<file path="config.mk">
export PLATFORM = sky130hd
export DESIGN_NAME = squarefree_tester
export DESIGN_NICKNAME = d
export VERILOG_FILES = /design/src/rtl/core/sqf_pkg.sv /design/src/rtl/core/sqf_sequencer.sv /design/src/rtl/core/sqf_datapath.sv /design/src/rtl/core/squarefree_tester.sv
export SDC_FILE = /design/constraint.sdc
export NUM_CORES = 1
export LEC_CHECK = 0
export BUFFER_PORTS_ARGS = -buffer_cell sky130_fd_sc_hd__buf_2
export CORE_UTILIZATION = 50
export DETAILED_ROUTE_END_ITERATION = 6
export GPL_TIMING_DRIVEN = 1
export PLACE_DENSITY = 0.67
export SLEW_MARGIN = 20
export SYNTH_ARGS = -nofsm -noshare
export SYNTH_HDL_FRONTEND = slang
export SYNTH_SLANG_ARGS = --single-unit
</file>
<file path="constraint.sdc">
create_clock -name clock -period 3.2 [get_ports clock]
set_input_delay 0.32 -clock clock [delete_from_list [all_inputs] [get_ports clock]]
set_output_delay 0.32 -clock clock [all_outputs]
set_load 0.03 [all_outputs]
</file>
<file path="src/rtl/core/sqf_pkg.sv">
`timescale 1ns / 1ps

package sqf_pkg;

   localparam int NUMBER_WIDTH_DEFAULT = 31;

   localparam int STEP_WIDTH = 4;
   typedef logic [STEP_WIDTH-1:0] step_type;

   // Program addresses
   localparam step_type STEP_IDLE   = 4'd0;
   localparam step_type STEP_TEST   = 4'd1;
   localparam step_type STEP_DIV    = 4'd2;
   localparam step_type STEP_CHECK  = 4'd3;
   localparam step_type STEP_ADV    = 4'd4;
   localparam step_type STEP_EMIT0  = 4'd5;
   localparam step_type STEP_RET0   = 4'd6;
   localparam step_type STEP_EMIT1  = 4'd7;
   localparam step_type STEP_RET1   = 4'd8;

   typedef enum logic [2:0] {
      COND_ALWAYS,
      COND_NO_REQ,
      COND_SQ_GT_V,
      COND_CNT_NZ,
      COND_REM_ZERO,
      COND_OUT_FULL
   } cond_type;

   typedef struct packed {
      logic     accept;
      logic     div_step;
      logic     adv;
      logic     emit;
      logic     result;
      cond_type cond;
      step_type target;
   } ctl_word_type;

   typedef struct packed {
      logic sq_gt_v;
      logic cnt_nz;
      logic rem_zero;
      logic out_full;
   } status_type;

   // Control store: jump to target when cond holds, else fall through
   function automatic ctl_word_type ctl_rom(input step_type step);
      ctl_word_type w;
      w = '0;
      w.cond = COND_ALWAYS;
      w.target = STEP_IDLE;
      unique case (step)
         STEP_IDLE: begin
            w.accept = 1'b1;
            w.cond   = COND_NO_REQ;
            w.target = STEP_IDLE;
         end
         STEP_TEST: begin
            w.cond   = COND_SQ_GT_V;
            w.target = STEP_EMIT1;
         end
         STEP_DIV: begin
            w.div_step = 1'b1;
            w.cond     = COND_CNT_NZ;
            w.target   = STEP_DIV;
         end
         STEP_CHECK: begin
            w.cond   = COND_REM_ZERO;
            w.target = STEP_EMIT0;
         end
         STEP_ADV: begin
            w.adv    = 1'b1;
            w.cond   = COND_ALWAYS;
            w.target = STEP_TEST;
         end
         STEP_EMIT0: begin
            w.emit   = 1'b1;
            w.result = 1'b0;
            w.cond   = COND_OUT_FULL;
            w.target = STEP_EMIT0;
         end
         STEP_RET0: begin
            w.cond   = COND_ALWAYS;
            w.target = STEP_IDLE;
         end
         STEP_EMIT1: begin
            w.emit   = 1'b1;
            w.result = 1'b1;
            w.cond   = COND_OUT_FULL;
            w.target = STEP_EMIT1;
         end
         STEP_RET1: begin
            w.cond   = COND_ALWAYS;
            w.target = STEP_IDLE;
         end
         default: begin
            w.cond   = COND_ALWAYS;
            w.target = STEP_IDLE;
         end
      endcase
      return w;
   endfunction

endpackage

</file>
<file path="src/rtl/core/sqf_sequencer.sv">
`timescale 1ns / 1ps

module sqf_sequencer
   import sqf_pkg::*;
(
   input  logic         clock,
   input  logic         reset,
   input  logic         req_valid,
   input  status_type   status,
   output ctl_word_type ctl
);

   step_type pc_ff;
   step_type pc_in;
   logic     take;

   assign ctl = ctl_rom(pc_ff);

   always_comb begin
      unique case (ctl.cond)
         COND_ALWAYS:   take = 1'b1;
         COND_NO_REQ:   take = !req_valid;
         COND_SQ_GT_V:  take = status.sq_gt_v;
         COND_CNT_NZ:   take = status.cnt_nz;
         COND_REM_ZERO: take = status.rem_zero;
         COND_OUT_FULL: take = status.out_full;
         default:       take = 1'b1;
      endcase
   end

   always_comb begin
      pc_in = take ? ctl.target : step_type'(pc_ff + 1'b1);
   end

   always_ff @(posedge clock) begin
      if (reset) begin
         pc_ff <= STEP_IDLE;
      end else begin
         pc_ff <= pc_in;
      end
   end

endmodule

</file>
<file path="src/rtl/core/sqf_datapath.sv">
`timescale 1ns / 1ps

module sqf_datapath
   import sqf_pkg::*;
#(
   parameter int NUMBER_WIDTH = NUMBER_WIDTH_DEFAULT
) (
   input  logic                    clock,
   input  logic                    reset,
   input  ctl_word_type            ctl,
   input  logic                    req_fire,
   input  logic [NUMBER_WIDTH-1:0] req_number,
   input  logic                    rsp_ready,
   output status_type              status,
   output logic                    rsp_valid,
   output logic                    rsp_is_squarefree
);

   localparam int W  = NUMBER_WIDTH;
   localparam int IW = (W + 1) / 2 + 1;
   localparam int CW = $clog2(W);
   localparam logic [CW-1:0] CNT_LAST = CW'(W - 1);

   logic [W-1:0]  v_ff;
   logic [IW-1:0] i_ff;
   logic [W:0]    sq_ff;
   logic [W:0]    rem_ff;
   logic [W-1:0]  dv_ff;
   logic [CW-1:0] cnt_ff;
   logic          rsp_valid_ff;
   logic          rsp_bit_ff;

   logic [W:0]    shifted;
   logic [W:0]    rem_in;
   logic          out_full;

   assign out_full = rsp_valid_ff && !rsp_ready;

   // Restoring remainder, one dividend bit per step
   always_comb begin
      shifted = {rem_ff[W-1:0], dv_ff[W-1]};
      rem_in  = (shifted >= sq_ff) ? (shifted - sq_ff) : shifted;
   end

   always_comb begin
      status.sq_gt_v  = sq_ff > {1'b0, v_ff};
      status.cnt_nz   = cnt_ff != '0;
      status.rem_zero = rem_ff == '0;
      status.out_full = out_full;
   end

   always_ff @(posedge clock) begin
      if (req_fire) begin
         v_ff   <= req_number;
         i_ff   <= IW'(2);
         sq_ff  <= (W + 1)'(4);
         rem_ff <= '0;
         dv_ff  <= req_number;
         cnt_ff <= CNT_LAST;
      end else if (ctl.adv) begin
         // (i+1)^2 = i^2 + 2i + 1
         i_ff   <= i_ff + 1'b1;
         sq_ff  <= sq_ff + (W + 1)'({i_ff, 1'b1});
         rem_ff <= '0;
         dv_ff  <= v_ff;
         cnt_ff <= CNT_LAST;
      end else if (ctl.div_step) begin
         rem_ff <= rem_in;
         dv_ff  <= {dv_ff[W-2:0], 1'b0};
         cnt_ff <= cnt_ff - 1'b1;
      end
   end

   always_ff @(posedge clock) begin
      if (reset) begin
         rsp_valid_ff <= 1'b0;
      end else if (ctl.emit && !out_full) begin
         rsp_valid_ff <= 1'b1;
      end else if (rsp_ready) begin
         rsp_valid_ff <= 1'b0;
      end
   end

   always_ff @(posedge clock) begin
      if (ctl.emit && !out_full) begin
         rsp_bit_ff <= ctl.result;
      end
   end

   assign rsp_valid         = rsp_valid_ff;
   assign rsp_is_squarefree = rsp_bit_ff;

endmodule

</file>
<file path="src/rtl/core/squarefree_tester.sv">
`timescale 1ns / 1ps

// Squarefree tester: each beat on req_ carries one unsigned number, and one
// beat on rsp_ returns is_squarefree, 1 when no square i*i with i >= 2
// divides the number (0, 1, 2 and 3 report 1). A small control store steps a
// datapath through trial divisions by 4, 9, 16, ... while the square does not
// exceed the number, stopping at the first exact division. The squares are
// built incrementally by an adder, and each remainder comes from a restoring
// divider that takes one dividend bit per cycle, so the work per item grows
// with its root r = floor(sqrt(number)) and ends early when a square divisor
// turns up. One item is worked on at a time; req_ready is high only while
// the sequencer sits idle, and the result register lets the next number be
// taken while an earlier result still waits on rsp_ready.
module squarefree_tester
   import sqf_pkg::*;
#(
   parameter int NUMBER_WIDTH = NUMBER_WIDTH_DEFAULT
) (
   input  logic                    clock,
   input  logic                    reset,
   input  logic                    req_valid,
   output logic                    req_ready,
   input  logic [NUMBER_WIDTH-1:0] req_number,
   output logic                    rsp_valid,
   input  logic                    rsp_ready,
   output logic                    rsp_is_squarefree
);

   ctl_word_type ctl;
   status_type   status;
   logic         req_fire;

   // Accept only in the idle step of the program
   assign req_ready = ctl.accept;
   assign req_fire  = req_valid && req_ready;

   // Step counter and control store
   sqf_sequencer u_sequencer (
      .clock     (clock),
      .reset     (reset),
      .req_valid (req_valid),
      .status    (status),
      .ctl       (ctl)
   );

   // Operand, square, divider and result registers
   sqf_datapath #(
      .NUMBER_WIDTH (NUMBER_WIDTH)
   ) u_datapath (
      .clock             (clock),
      .reset             (reset),
      .ctl               (ctl),
      .req_fire          (req_fire),
      .req_number        (req_number),
      .rsp_ready         (rsp_ready),
      .status            (status),
      .rsp_valid         (rsp_valid),
      .rsp_is_squarefree (rsp_is_squarefree)
   );

`ifndef SYNTHESIS
   // Busy straight after taking a beat
   a_busy_after_accept: assert property (@(posedge clock) disable iff (reset)
      req_fire |=> !req_ready)
      else $error("req_ready high in the cycle after an accepted beat");

   // A non-squarefree verdict only follows an exact division
   a_zero_needs_divisor: assert property (@(posedge clock) disable iff (reset)
      (ctl.emit && !ctl.result) |-> status.rem_zero)
      else $error("verdict 0 issued with a non-zero remainder");

   // A squarefree verdict only once the square has passed the number
   a_one_needs_root: assert property (@(posedge clock) disable iff (reset)
      (ctl.emit && ctl.result) |-> status.sq_gt_v)
      else $error("verdict 1 issued before the trial squares ran out");
`endif

endmodule

</file>
# Yosys cells after proc, flatten, opt, wreduce, memory -nomap -nowiden
# Cells that the tools add are included.
[classes]
bitwise = 0
mux = 13
reduce_logical = 12
div_mod_pow = 0
mul = 0
n_addsub = 5
n_lt_le_gt_ge = 2
eq_ne = 11
n_shift = 0
[op_table]
columns = ["cell", "count"]
rows = [
  ["$mux W31", 3],
  ["$pmux W7 S7", 1],
  ["$add A32 B18 Y32", 1],
  ["$ge A32 B32 Y1", 1],
  ["$gt A32 B31 Y1", 1],
  ["$logic_not A32 Y1", 1],
  ["$mux W32", 1],
  ["$sub A32 B32 Y32", 1],
  ["$add A17 B1 Y17 const B", 1],
  ["$eq A4 B3 Y1 const B", 3],
  ["$eq A4 B2 Y1 const B", 2],
  ["$eq A3 B2 Y1 const B", 2],
  ["$eq A3 B3 Y1 const B", 2],
  ["$mux W1", 5],
  ["$pmux W1 S5", 1],
  ["$reduce_bool A5 Y1", 1],
  ["$sub A5 B1 Y5 const B", 1],
  ["$add A4 B1 Y4 const B", 1],
  ["$eq A4 B1 Y1 const B", 1],
  ["$logic_not A4 Y1", 1],
  ["$mux W4", 1],
  ["$pmux W2 S2", 1],
  ["$eq A3 B1 Y1 const B", 1],
  ["$logic_and A1 B1 Y1", 3],
  ["other kinds (4)", 6],
]
[word_totals]
latchBits = 0
reg_bits = 154
memories = 0
rom_bits = 0
in_bits = 35
ramBits = 0

# Logic depth before layout (Yosys ltp)
# Gate-level depths: netlist (run 1).
[logic_depth]
depth_word = 5
mapped_depth = 12

# Hierarchy
# A second synthesis (run 1) with hierarchy kept.
[unflattened]
cells_unflattened = 1155
area_unflattened_um2 = 10218.6
[by_module_without_submodules]
columns = ["mod", "area_each_um2", "cells_per_inst", "n_inst"]
rows = [
  ["sqf_datapath", 9715.6, 1091, 1],
  ["sqf_sequencer", 496.7, 63, 1],
  ["squarefree_tester", 6.3, 1, 1],
]

# Worst setup path after synthesis (run 1)
# OpenSTA, ideal clock, no wires.
[synth_path]
kind = "register to register"
from = "reg u_sequencer.pc_ff[0]"
to = "reg u_datapath.dv_ff[0], enable pin"
required_ns = 2.729
arrival_ns = 2.367
slack_ns = 0.362
setup_time_ns = 0.471
synth_period_minus_slack_ns = 2.838
path_stages_with_launch = 9
n_path_buf = 1
cell_sequence = "dfxtp_1 > inv_1 > ha_1 > and2_1 > nand2_1 > clkinv_1 > nor2_1 > clkbuf_1 > nand2_1"
[synth_between]
elab_chain_len = 4
[synth_rtl]
columns = ["element", "line", "rtl"]
rows = [
  ["from (decl)", "sqf_sequencer.sv:13", "step_type pc_ff;"],
  ["from (signal assigned)", "sqf_sequencer.sv:39", "pc_ff <= pc_in;"],
  ["$logic_not A4 Y1", "sqf_pkg.sv:53", "unique case (step)"],
  ["$mux W1", "sqf_pkg.sv:53", ""],
  ["net req_ready", "squarefree_tester.sv:22", "output logic req_ready,"],
  ["$logic_and A1 B1 Y1", "squarefree_tester.sv:35", "assign req_fire = req_valid && req_ready;"],
  ["$reduce_bool A3 Y1 (no source line)", "-", ""],
  ["to (signal assigned)", "sqf_datapath.sv:58", "dv_ff <= req_number;"],
  ["to (signal assigned)", "sqf_datapath.sv:65", "dv_ff <= v_ff;"],
  ["to (signal assigned)", "sqf_datapath.sv:69", "dv_ff <= {dv_ff[W-2:0], 1'b0};"],
  ["to (decl)", "sqf_datapath.sv:28", "logic [W-1:0] dv_ff;"],
]
# The timed path passes the listed nets, and every way through them passes these cells.
# A chain may end at the register's enable or synchronous reset.

# Worst setup path after layout (run 1)
[layout_path]
from = "reg u_datapath.sq_ff[11]"
to = "reg u_datapath.rem_ff[23]"
[layout_between]
elab_chain_len = 2
[layout_rtl]
columns = ["element", "line", "rtl"]
rows = [
  ["from (decl)", "sqf_datapath.sv:26", "logic [W:0] sq_ff;"],
  ["from (signal assigned)", "sqf_datapath.sv:56", "sq_ff <= (W + 1)'(4);"],
  ["from (signal assigned)", "sqf_datapath.sv:63", "sq_ff <= sq_ff + (W + 1)'({i_ff, 1'b1});"],
  ["$sub A32 B32 Y32 / $ge A32 B32 Y1 (equally long branches)", "sqf_datapath.sv:42", "rem_in = (shifted >= sq_ff) ? (shifted - sq_ff) : shifted;"],
  ["$mux W32 *", "sqf_datapath.sv:42", ""],
  ["to (signal assigned)", "sqf_datapath.sv:68", "rem_ff <= rem_in;"],
  ["to (decl)", "sqf_datapath.sv:27", "logic [W:0] rem_ff;"],
]
# Mark *: on every way between the ends. The rest lies on a longest branch, timed or not.

==> flow_metrics.tcl, run 1 <==
set metrics [dict create \
    final_util_pct 56.88 \
    synth_compound_area_share_pct 21.87 \
    post-cts-setup-buffers 0 \
    path_max_fanout 17 \
    seqPwrFrac_pct 29.5 \
    setup_tns_ns 0 \
    synth_top_family_by_area "compound AO/OA/AOI/OAI gates" \
    synthCells 1182 \
    fmax_mhz 336.0 \
    grt_pass1_wl_um 41730 \
    drc 0 \
    max-vdd-ir-drop_mv 0.6046 \
    p_clk_share_pct 19.5 \
    cts_sinks 154 \
    status "finished clean" \
    fin_crit_ns 2.976 \
    grt_pass1_vias 8167 \
    vias_per_cell 5.821 \
    pwr-share-comb_pct 50.9 \
    yosys_warnings 0 \
    powerDensity_mw_per_mm2 925.7 \
    setup_ws_ns 0.2239 \
    required_ns 3.56 \
    final_cells 1486 \
    p_leak_uw 0.004780 \
    relSlewSlack_pct 52.81 \
    first_pass_iters 6 \
    min_path_type "input pin to flip-flop" \
    p_switching_uw 4535 \
    area.growth.synth_to_final_pct 10.57 \
    hold_buffers 0 \
    rsz0062_at_grt "no" \
    p_total_uw 10350 \
    hold_violations 0 \
    die_h_um 144.2 \
    antenna_found_initial 0 \
    grt_use_total_pct 26.01 \
    setup_viol 0 \
    path_class "flip-flop to flip-flop" \
    final.setup_skew_ns 0.01430 \
    clock_path_buffers 2 \
    ys.flop_type "dfxtp_1" \
    finalCritPeriodShare_pct 93.00 \
    synth_cell_types 78 \
    mostFrequentLayoutCells "nand2_1, nor2_1, dfxtp_1" \
    nets 1331 \
    p_sw_share_pct 43.83 \
    p_int_uw 5812 \
    netlist_area_mm2 0.01011 \
    synthAdderAreaFrac_pct 11.04 \
    finalMaxSlewViolations 0 \
    synth_fp_nets 1305 \
    start_kind "flip-flop" \
    numCtsBuffers 17 \
    grt_max_degree 78 \
    tightest_slew_ns 0.7036 \
    port_buffers 37 \
    endpoint_kind "flip-flop" \
    max-cap-violations 0 \
    cts-resized-gates 0 \
    htree_levels 4 \
    ys_seq_area_share_pct 36.73 \
    synthXorXnorAreaFrac_pct 4.158 \
    antennaDiodeCount 0 \
    cp.arrival_ns 3.34 \
    die-area_mm2 0.02079 \
    final_common_cell "nand2_1" \
    place_ws_ns 0.3009 \
    dp.cells 1454 \
    synth_seq_cells 154 \
    clk_latency_ns 0.43 \
    synth_edf_count 63 \
    muxShareOfSynthArea_pct 2.809 \
    coreArea_mm2 0.01965 \
    routed_wl_um 25670 \
    place_congestion 0.9243 \
    tritoncts "done" \
    dieWidth_um 144.2 \
    root_buffer "clkbuf_16" \
    clkTransAtPathRegs_ns 0.07 \
    vias 8650 \
    ant_nets 0 \
    synth-async-reset-ratio_pct 0 \
    initial_utilization_pct 51.44 \
    num_rows 51 \
    avgRoutedWirePerCell_um 17.27 \
    drt-initial-drc-count 686 \
    dp_hpwl_um 18680 \
    ioPinCount 38 \
    drive_gt1_share_pct 9.091 \
    syn_area_per_cell_um2 8.553 \
    grt_overflow 0 \
    yosys.area_share.simple_pct 18.16 \
]
[state kept, by name, summed over array words and instances (netlist names)]
name / count
u_sequencer.pc_ff: 4
u_datapath.rem_ff: 32
u_datapath.v_ff: 31
u_datapath.dv_ff: 31
u_datapath.rsp_valid: 1
u_datapath.sq_ff: 32
u_datapath.rsp_is_squarefree: 1
u_datapath.cnt_ff: 5
u_datapath.i_ff: 17
[critical path, stage by stage (launching register included)]
cell     delay (ns)
dfxtp_1        0.46
inv_1          0.12
ha_1           0.39
nand3_1        0.17
nor4_1         0.34
a41o_2         0.29
o21a_2         0.18
o31a_1         0.25
nor2_4         0.15
or3_1          0.42
a21oi_1        0.15
[power by group through the flow]
stage          sequential (uW)  combinational [uW]  clock (uW)
2_1_floorplan             2980                4060           0
3_3_place_gp              3080                5180           0
3_5_place_dp              3090                5190           0
4_1_cts                   3050                5240        2050
5_1_grt                   3120                5860        2120
6_report                  3060                5270        2020
[path summary, 6_finish.rpt]
| check | startpoint | to | slack, ns | depth (start not counted) |
|---|---|---|---|---|
| worst max register to register | u_datapath.sq_ff[11] | u_datapath.rem_ff[23] | 0.22 | 10 |
| worst min-delay path | req_number[20] | u_datapath.v_ff[20] | 0.08 | 1 |
| worst min register to register | u_datapath.rem_ff[8] | u_datapath.rem_ff[8] | 0.49 | 2 |
| worst max-delay path | u_datapath.sq_ff[11] | u_datapath.rem_ff[23] | 0.22 | 10 |
[Yosys cell counts, types with 24 or more instances]
master	number	share of area, %
nor3_1	27	1.3
a31oi_1	42	2.6
nand2_1	151	5.6
a21oi_1	85	4.2
inv_1	87	3.2
nor2_1	110	4.1
clkbuf_1	31	1.2
dfxtp_1	91	18
xor2_1	24	2.1
mux2i_1	25	2.5
edfxtp_1	63	19
a21o_1	34	2.5
o21ai_0	56	2.8
xnor2_1	24	2.1
ha_1	86	11
[cells by family (layout without fill, tap and decap cells)]
kind of cell / after synthesis / count (layout)
AOI/OAI and AO/OA: 329 / 329
xor gates and xnor gates: 48 / 48
adders and majority gates: 88 / 88
buffers and inverters: 133 / 172
DFF: 154 / 154
muxes: 28 / 28
and+or+nand+nor: 402 / 402
[area by class of cell]
type | count | area (um2)
clock buffer | 17 | 425.4
clock inverter | 15 | 167.7
fill | 1871 | 8476
inverter | 88 | 330.3
multi-input combinational | 895 | 5874
sequential | 154 | 3714
tap | 265 | 331.6
timing repair buffer | 52 | 335.3
[stage by stage]
step           hold slack (ns)  instance area (um2)
2_1_floorplan           0.3891                10110
3_5_place_dp            0.4827                10590
6_report               0.07732                11180
3_3_place_gp            0.4796                10590
5_1_grt                0.06010                11180
4_1_cts                0.06091                11180
[routing by layer]
| metal | up-vias | GRT usage (%) | share of wire, % |
|---|---|---|---|
| met1 | 4112 | 36.05 | 49 |
| met4 | 0 | 6.759 | 1.8 |
| met2 | 185 | 41.95 | 45 |
| li1 | 4324 | - | - |
| met3 | 29 | 4.238 | 3.7 |
| met5 | - | 0 | 0 |
Power figures use the tool's default switching activity.
==> run 2, diff against run 1 <==
- CTS_BUF_LIST: not set -> sky130_fd_sc_hd__clkbuf_4
==> flow_metrics.tcl, run 2 (synthesis results as in run 1) <==
set metrics [dict create \
    initial_utilization_pct 51.44 \
    finalCritPeriodShare_pct 92.49 \
    area.growth.synth_to_final_pct 10.92 \
    dp.cells 1454 \
    clock_path_buffers 2 \
    setup_viol 0 \
    path_max_fanout 17 \
    min_path_type "input pin to flip-flop" \
    endpoint_kind "flip-flop" \
    path_class "flip-flop to flip-flop" \
    cts_sinks 154 \
    grt_pass1_vias 8227 \
    clkTransAtPathRegs_ns 0.16 \
    htree_levels 4 \
    avgRoutedWirePerCell_um 16.96 \
    port_buffers 37 \
    dp_hpwl_um 18680 \
    final.setup_skew_ns 0.03022 \
    vias 8849 \
    routed_wl_um 25780 \
    path_cells "inv_1 -> ha_1 -> nand3_1 -> nor4_1 -> a41o_2 -> o21a_2 -> o31a_1 -> nor2_4 -> or3_1 -> a21oi_1" \
    grt_use_total_pct 26.02 \
    ant_nets 0 \
    final_common_cell "nand2_1" \
    reg_top3 "u_datapath.rem_ff x32, u_datapath.sq_ff x32" \
    fin_crit_ns 2.960 \
    dieWidth_um 144.2 \
    antenna_found_initial 1 \
    place_congestion 0.9243 \
    slowest_stage "dfxtp_1" \
    max-vdd-ir-drop_mv 0.5929 \
    mostFrequentLayoutCells "nand2_1, nor2_1, dfxtp_1" \
    cp.arrival_ns 3.47 \
    numCtsBuffers 17 \
    grt_pass1_wl_um 41860 \
    rsz0062_at_grt "no" \
    status "finished clean" \
    p_leak_uw 0.004790 \
    cts-resized-gates 0 \
    relSlewSlack_pct 53.33 \
    root_buffer "clkbuf_4" \
    grt_max_degree 78 \
    drt-initial-drc-count 697 \
    start_kind "flip-flop" \
    ioPinCount 38 \
    max-cap-violations 0 \
    vias_per_cell 5.822 \
    powerDensity_mw_per_mm2 854.4 \
    setup_tns_ns 0 \
    die-area_mm2 0.02079 \
    required_ns 3.72 \
    final_cells 1520 \
    drive_gt1_share_pct 8.852 \
    nets 1364 \
    clk_latency_ns 0.58 \
    num_rows 51 \
    coreArea_mm2 0.01965 \
    hold_violations 0 \
    grt_overflow 0 \
    first_pass_iters 5 \
    drc 0 \
    fmax_mhz 337.9 \
    die_h_um 144.2 \
    finalMaxSlewViolations 0 \
    tightest_slew_ns 0.6958 \
    max_stage_delay_ns 0.49 \
    tritoncts "done" \
]
-- run 2: changes by cell type in the layout (fill, tap and decap cells not counted) --
cell	change
clkbuf_16	-17
dlygate4sd3_1	+33
diode_2	+1
clkbuf_4	+17
-- run 2: layout make-up --
class / instances / area [um2]
flip-flops and latches: 154 / 3714
diodes: 1 / 2.502
well taps: 265 / 331.6
inverters: 88 / 330.3
fillers: 1877 / 8441
multi-input cells: 895 / 5874
repair buffers: 85 / 665.6
clock inverters: 15 / 167.7
clock buffers: 17 / 127.6
-- run 2: worst max-delay path, delay by kind of cell (launching register included) --
kind	cells	cell delay, ns
AOI/OAI and AO/OA	4	0.86
buffers and inverters	1	0.12
and+or+nand+nor	4	1.05
adders and majority gates	1	0.39
DFF	1	0.49
-- run 2: path summary, 6_finish.rpt --
path                            slack [ns]  cells after the start                      endpoint                  from
worst max-delay path                  0.24                     10         u_datapath.rem_ff[23]  u_datapath.sq_ff[11]
worst min-delay path                  0.17                      3  u_datapath.rsp_is_squarefree             rsp_ready
worst min register to register        0.50                      2          u_datapath.rem_ff[8]  u_datapath.rem_ff[8]
worst max register to register        0.24                     10         u_datapath.rem_ff[23]  u_datapath.sq_ff[11]
-- run 2: stage by stage --
step                      total power (uW)  cell area (um2)  hold WS, ns  util (%)  setup slack (ns)
final                                 9581            11210       0.1679     57.05            0.2404
after global routing                 10330            11210       0.1240     57.05           0.06153
after CTS                             9559            11210       0.1391     57.04            0.2506
after detailed placement              8280            10590       0.4827     53.86            0.3009
after global placement                8253            10590       0.4796     53.86            0.3648
after floorplan                       7037            10110       0.3891         -            0.3623
-- run 2: repair_timing --
item | CTS | global route
setup buffers | 0 | 0
setup endpoints to repair | 0 | 0
hold buffers | 33 | 0
hold endpoints to repair | 34 | 0
-- run 2: layer usage --
metal	share of wire, %	global-route usage, %	up-vias	routed length (um)
met5	0	0	-	0
met4	1.4	5.596	0	361
met3	4.2	4.272	24	1083
met2	46	42.33	192	11860
met1	48	36.18	4229	12470
li1	-	-	4404	-
-- run 2: power by group --
| group | internal [uW] | switching [uW] |
|---|---|---|
| logic | 2070 | 3220 |
| clock network | 366 | 873 |
| registers | 2710 | 346 |
| total | 5150 | 4430 |
==> run 3, diff against run 2 <==
- CORE_UTILIZATION: 50 -> 39
- PLACE_DENSITY: 0.67 -> not set
==> flow_metrics.tcl, run 3 (synthesis results as in run 1) <==
set metrics [dict create \
    relSlewSlack_pct 43.22 \
    grt_pass1_wl_um 43760 \
    fmax_mhz 325.6 \
    status "finished clean" \
    required_ns 3.70 \
    first_pass_iters 5 \
    ant_nets 0 \
    cp.arrival_ns 3.57 \
    dp_hpwl_um 19370 \
    drive_gt1_share_pct 9.897 \
    min_path_type "input pin to flip-flop" \
    nets 1373 \
    reg_top3 "u_datapath.rem_ff x32, u_datapath.sq_ff x32" \
    grt_use_total_pct 20.93 \
    die_h_um 163.0 \
    multiInputGateArea_mm2 0.005894 \
    antenna_found_initial 1 \
    p_leak_uw 0.004840 \
    coreArea_mm2 0.02533 \
    fin_crit_ns 3.072 \
    seqPwrFrac_pct 30.8 \
    n_fill_cell 2487 \
    tightest_slew_ns 0.8516 \
    mostFrequentLayoutCells "nand2_1, nor2_1, dfxtp_1" \
    htree_levels 4 \
    max-vdd-ir-drop_mv 0.4770 \
    drc 0 \
    final_cells 1595 \
    vias 8708 \
    avgRoutedWirePerCell_um 16.73 \
    clkTransAtPathRegs_ns 0.15 \
    start_kind "flip-flop" \
    endpoint_kind "flip-flop" \
    worst_r2r_startpoint "u_datapath.sq_ff[12]" \
    path_class "flip-flop to flip-flop" \
    place_congestion 0.8838 \
    powerDensity_mw_per_mm2 868.7 \
    crit_start "u_datapath.sq_ff[12]" \
    finalMaxSlewViolations 0 \
    grt_pass1_vias 8434 \
    pwr-share-comb_pct 54.7 \
    initial_utilization_pct 39.92 \
    p_int_uw 5418 \
    grt_max_degree 78 \
    ioPinCount 38 \
    routed_wl_um 26680 \
    setup_viol 0 \
    p_sw_share_pct 45.29 \
    die-area_mm2 0.02657 \
    num_rows 58 \
    final_common_cell "nand2_1" \
    seq_area_mm2 0.003720 \
    final.setup_skew_ns 0.02618 \
    cts_sinks 154 \
    holdCritStartpoint "req_valid" \
    numCtsBuffers 17 \
    finalCritPeriodShare_pct 95.99 \
    path_max_fanout 10 \
    dieWidth_um 163.0 \
    p_clk_share_pct 14.4 \
    setup_tns_ns 0 \
    root_buffer "clkbuf_4" \
    p_switching_uw 4486 \
    grt_overflow 0 \
    max-cap-violations 0 \
    clock_path_buffers 2 \
    port_buffers 37 \
    hold_violations 0 \
    drt-initial-drc-count 586 \
    vias_per_cell 5.460 \
    area.growth.synth_to_final_pct 12.77 \
    tritoncts "done" \
    dp.cells 1523 \
    clk_latency_ns 0.58 \
]
[run 3: area by class of cell]
class | count | share of cell area [%]
multi-input cells | 895 | 51.70
flip-flops and latches | 154 | 32.63
repair buffers | 94 | 6.212
clock buffers | 17 | 1.119
diodes | 2 | 0.04390
inverters | 88 | 2.897
well taps | 330 | 3.622
clock inverters | 15 | 1.778
[run 3: per-layer routing]
layer  up-vias  track usage (%)  part of all wire (%)
met5         -                0                     0
met4         0            5.225                   1.8
met3        25            2.725                   3.2
met2       184            33.69                    45
met1      4093            29.46                    50
li1       4406                -                     -
[run 3: critical path, stage by stage, from the launching register on]
cell,delay (ns)
dfxtp_1,0.39
inv_1,0.13
ha_2,0.42
nand3_1,0.19
nor4_2,0.33
a41o_2,0.28
o21a_2,0.18
o31a_1,0.27
nor2_4,0.12
buf_4,0.20
or3_1,0.37
a21oi_1,0.12
[run 3: power by group through the flow]
| stage | logic [uW] | clock network, uW | registers, uW |
|---|---|---|---|
| finish | 5420 | 1430 | 3050 |
| global route | 6010 | 1540 | 3120 |
| global placement | 5270 | 0 | 3080 |
| CTS | 5320 | 1470 | 3050 |
| floorplan | 4060 | 0 | 2980 |
| detailed placement | 5270 | 0 | 3100 |
[run 3: worst paths after layout]
| check | to | slack, ns | cells after the start |
|---|---|---|---|
| worst min-delay path | u_datapath.i_ff[1] | 0.35 | 4 |
| worst max-delay path | u_datapath.rem_ff[23] | 0.13 | 11 |
| worst max register to register | u_datapath.rem_ff[23] | 0.13 | 11 |
| worst min register to register | u_datapath.rsp_valid | 0.50 | 2 |
[run 3: through the flow]
| step | utilization [%] | instance area [um2] | power [uW] | setup WS, ns | hold slack, ns |
|---|---|---|---|---|---|
| after floorplan | - | 10110 | 7037 | 0.3623 | 0.3891 |
| after global placement | 42.14 | 10670 | 8356 | -0.09887 | 0.4746 |
| after detailed placement | 42.14 | 10670 | 8361 | 0.008117 | 0.4807 |
| after CTS | 44.75 | 11330 | 9845 | 0.05420 | 0.3056 |
| after global routing | 45.02 | 11400 | 10670 | -0.02236 | 0.3377 |
| final | 45.02 | 11400 | 9904 | 0.1284 | 0.3504 |
[run 3: what timing repair did]
item / in CTS / in global routing
hold buffers: 33 / 0
setup buffers: 0 / 5
gates resized for setup: 1 / 7
gates cloned: 0 / 0
endpoints found under the hold margin: 34 / 0
pin swaps: 0 / 2
endpoints found under the setup margin: 2 / 22
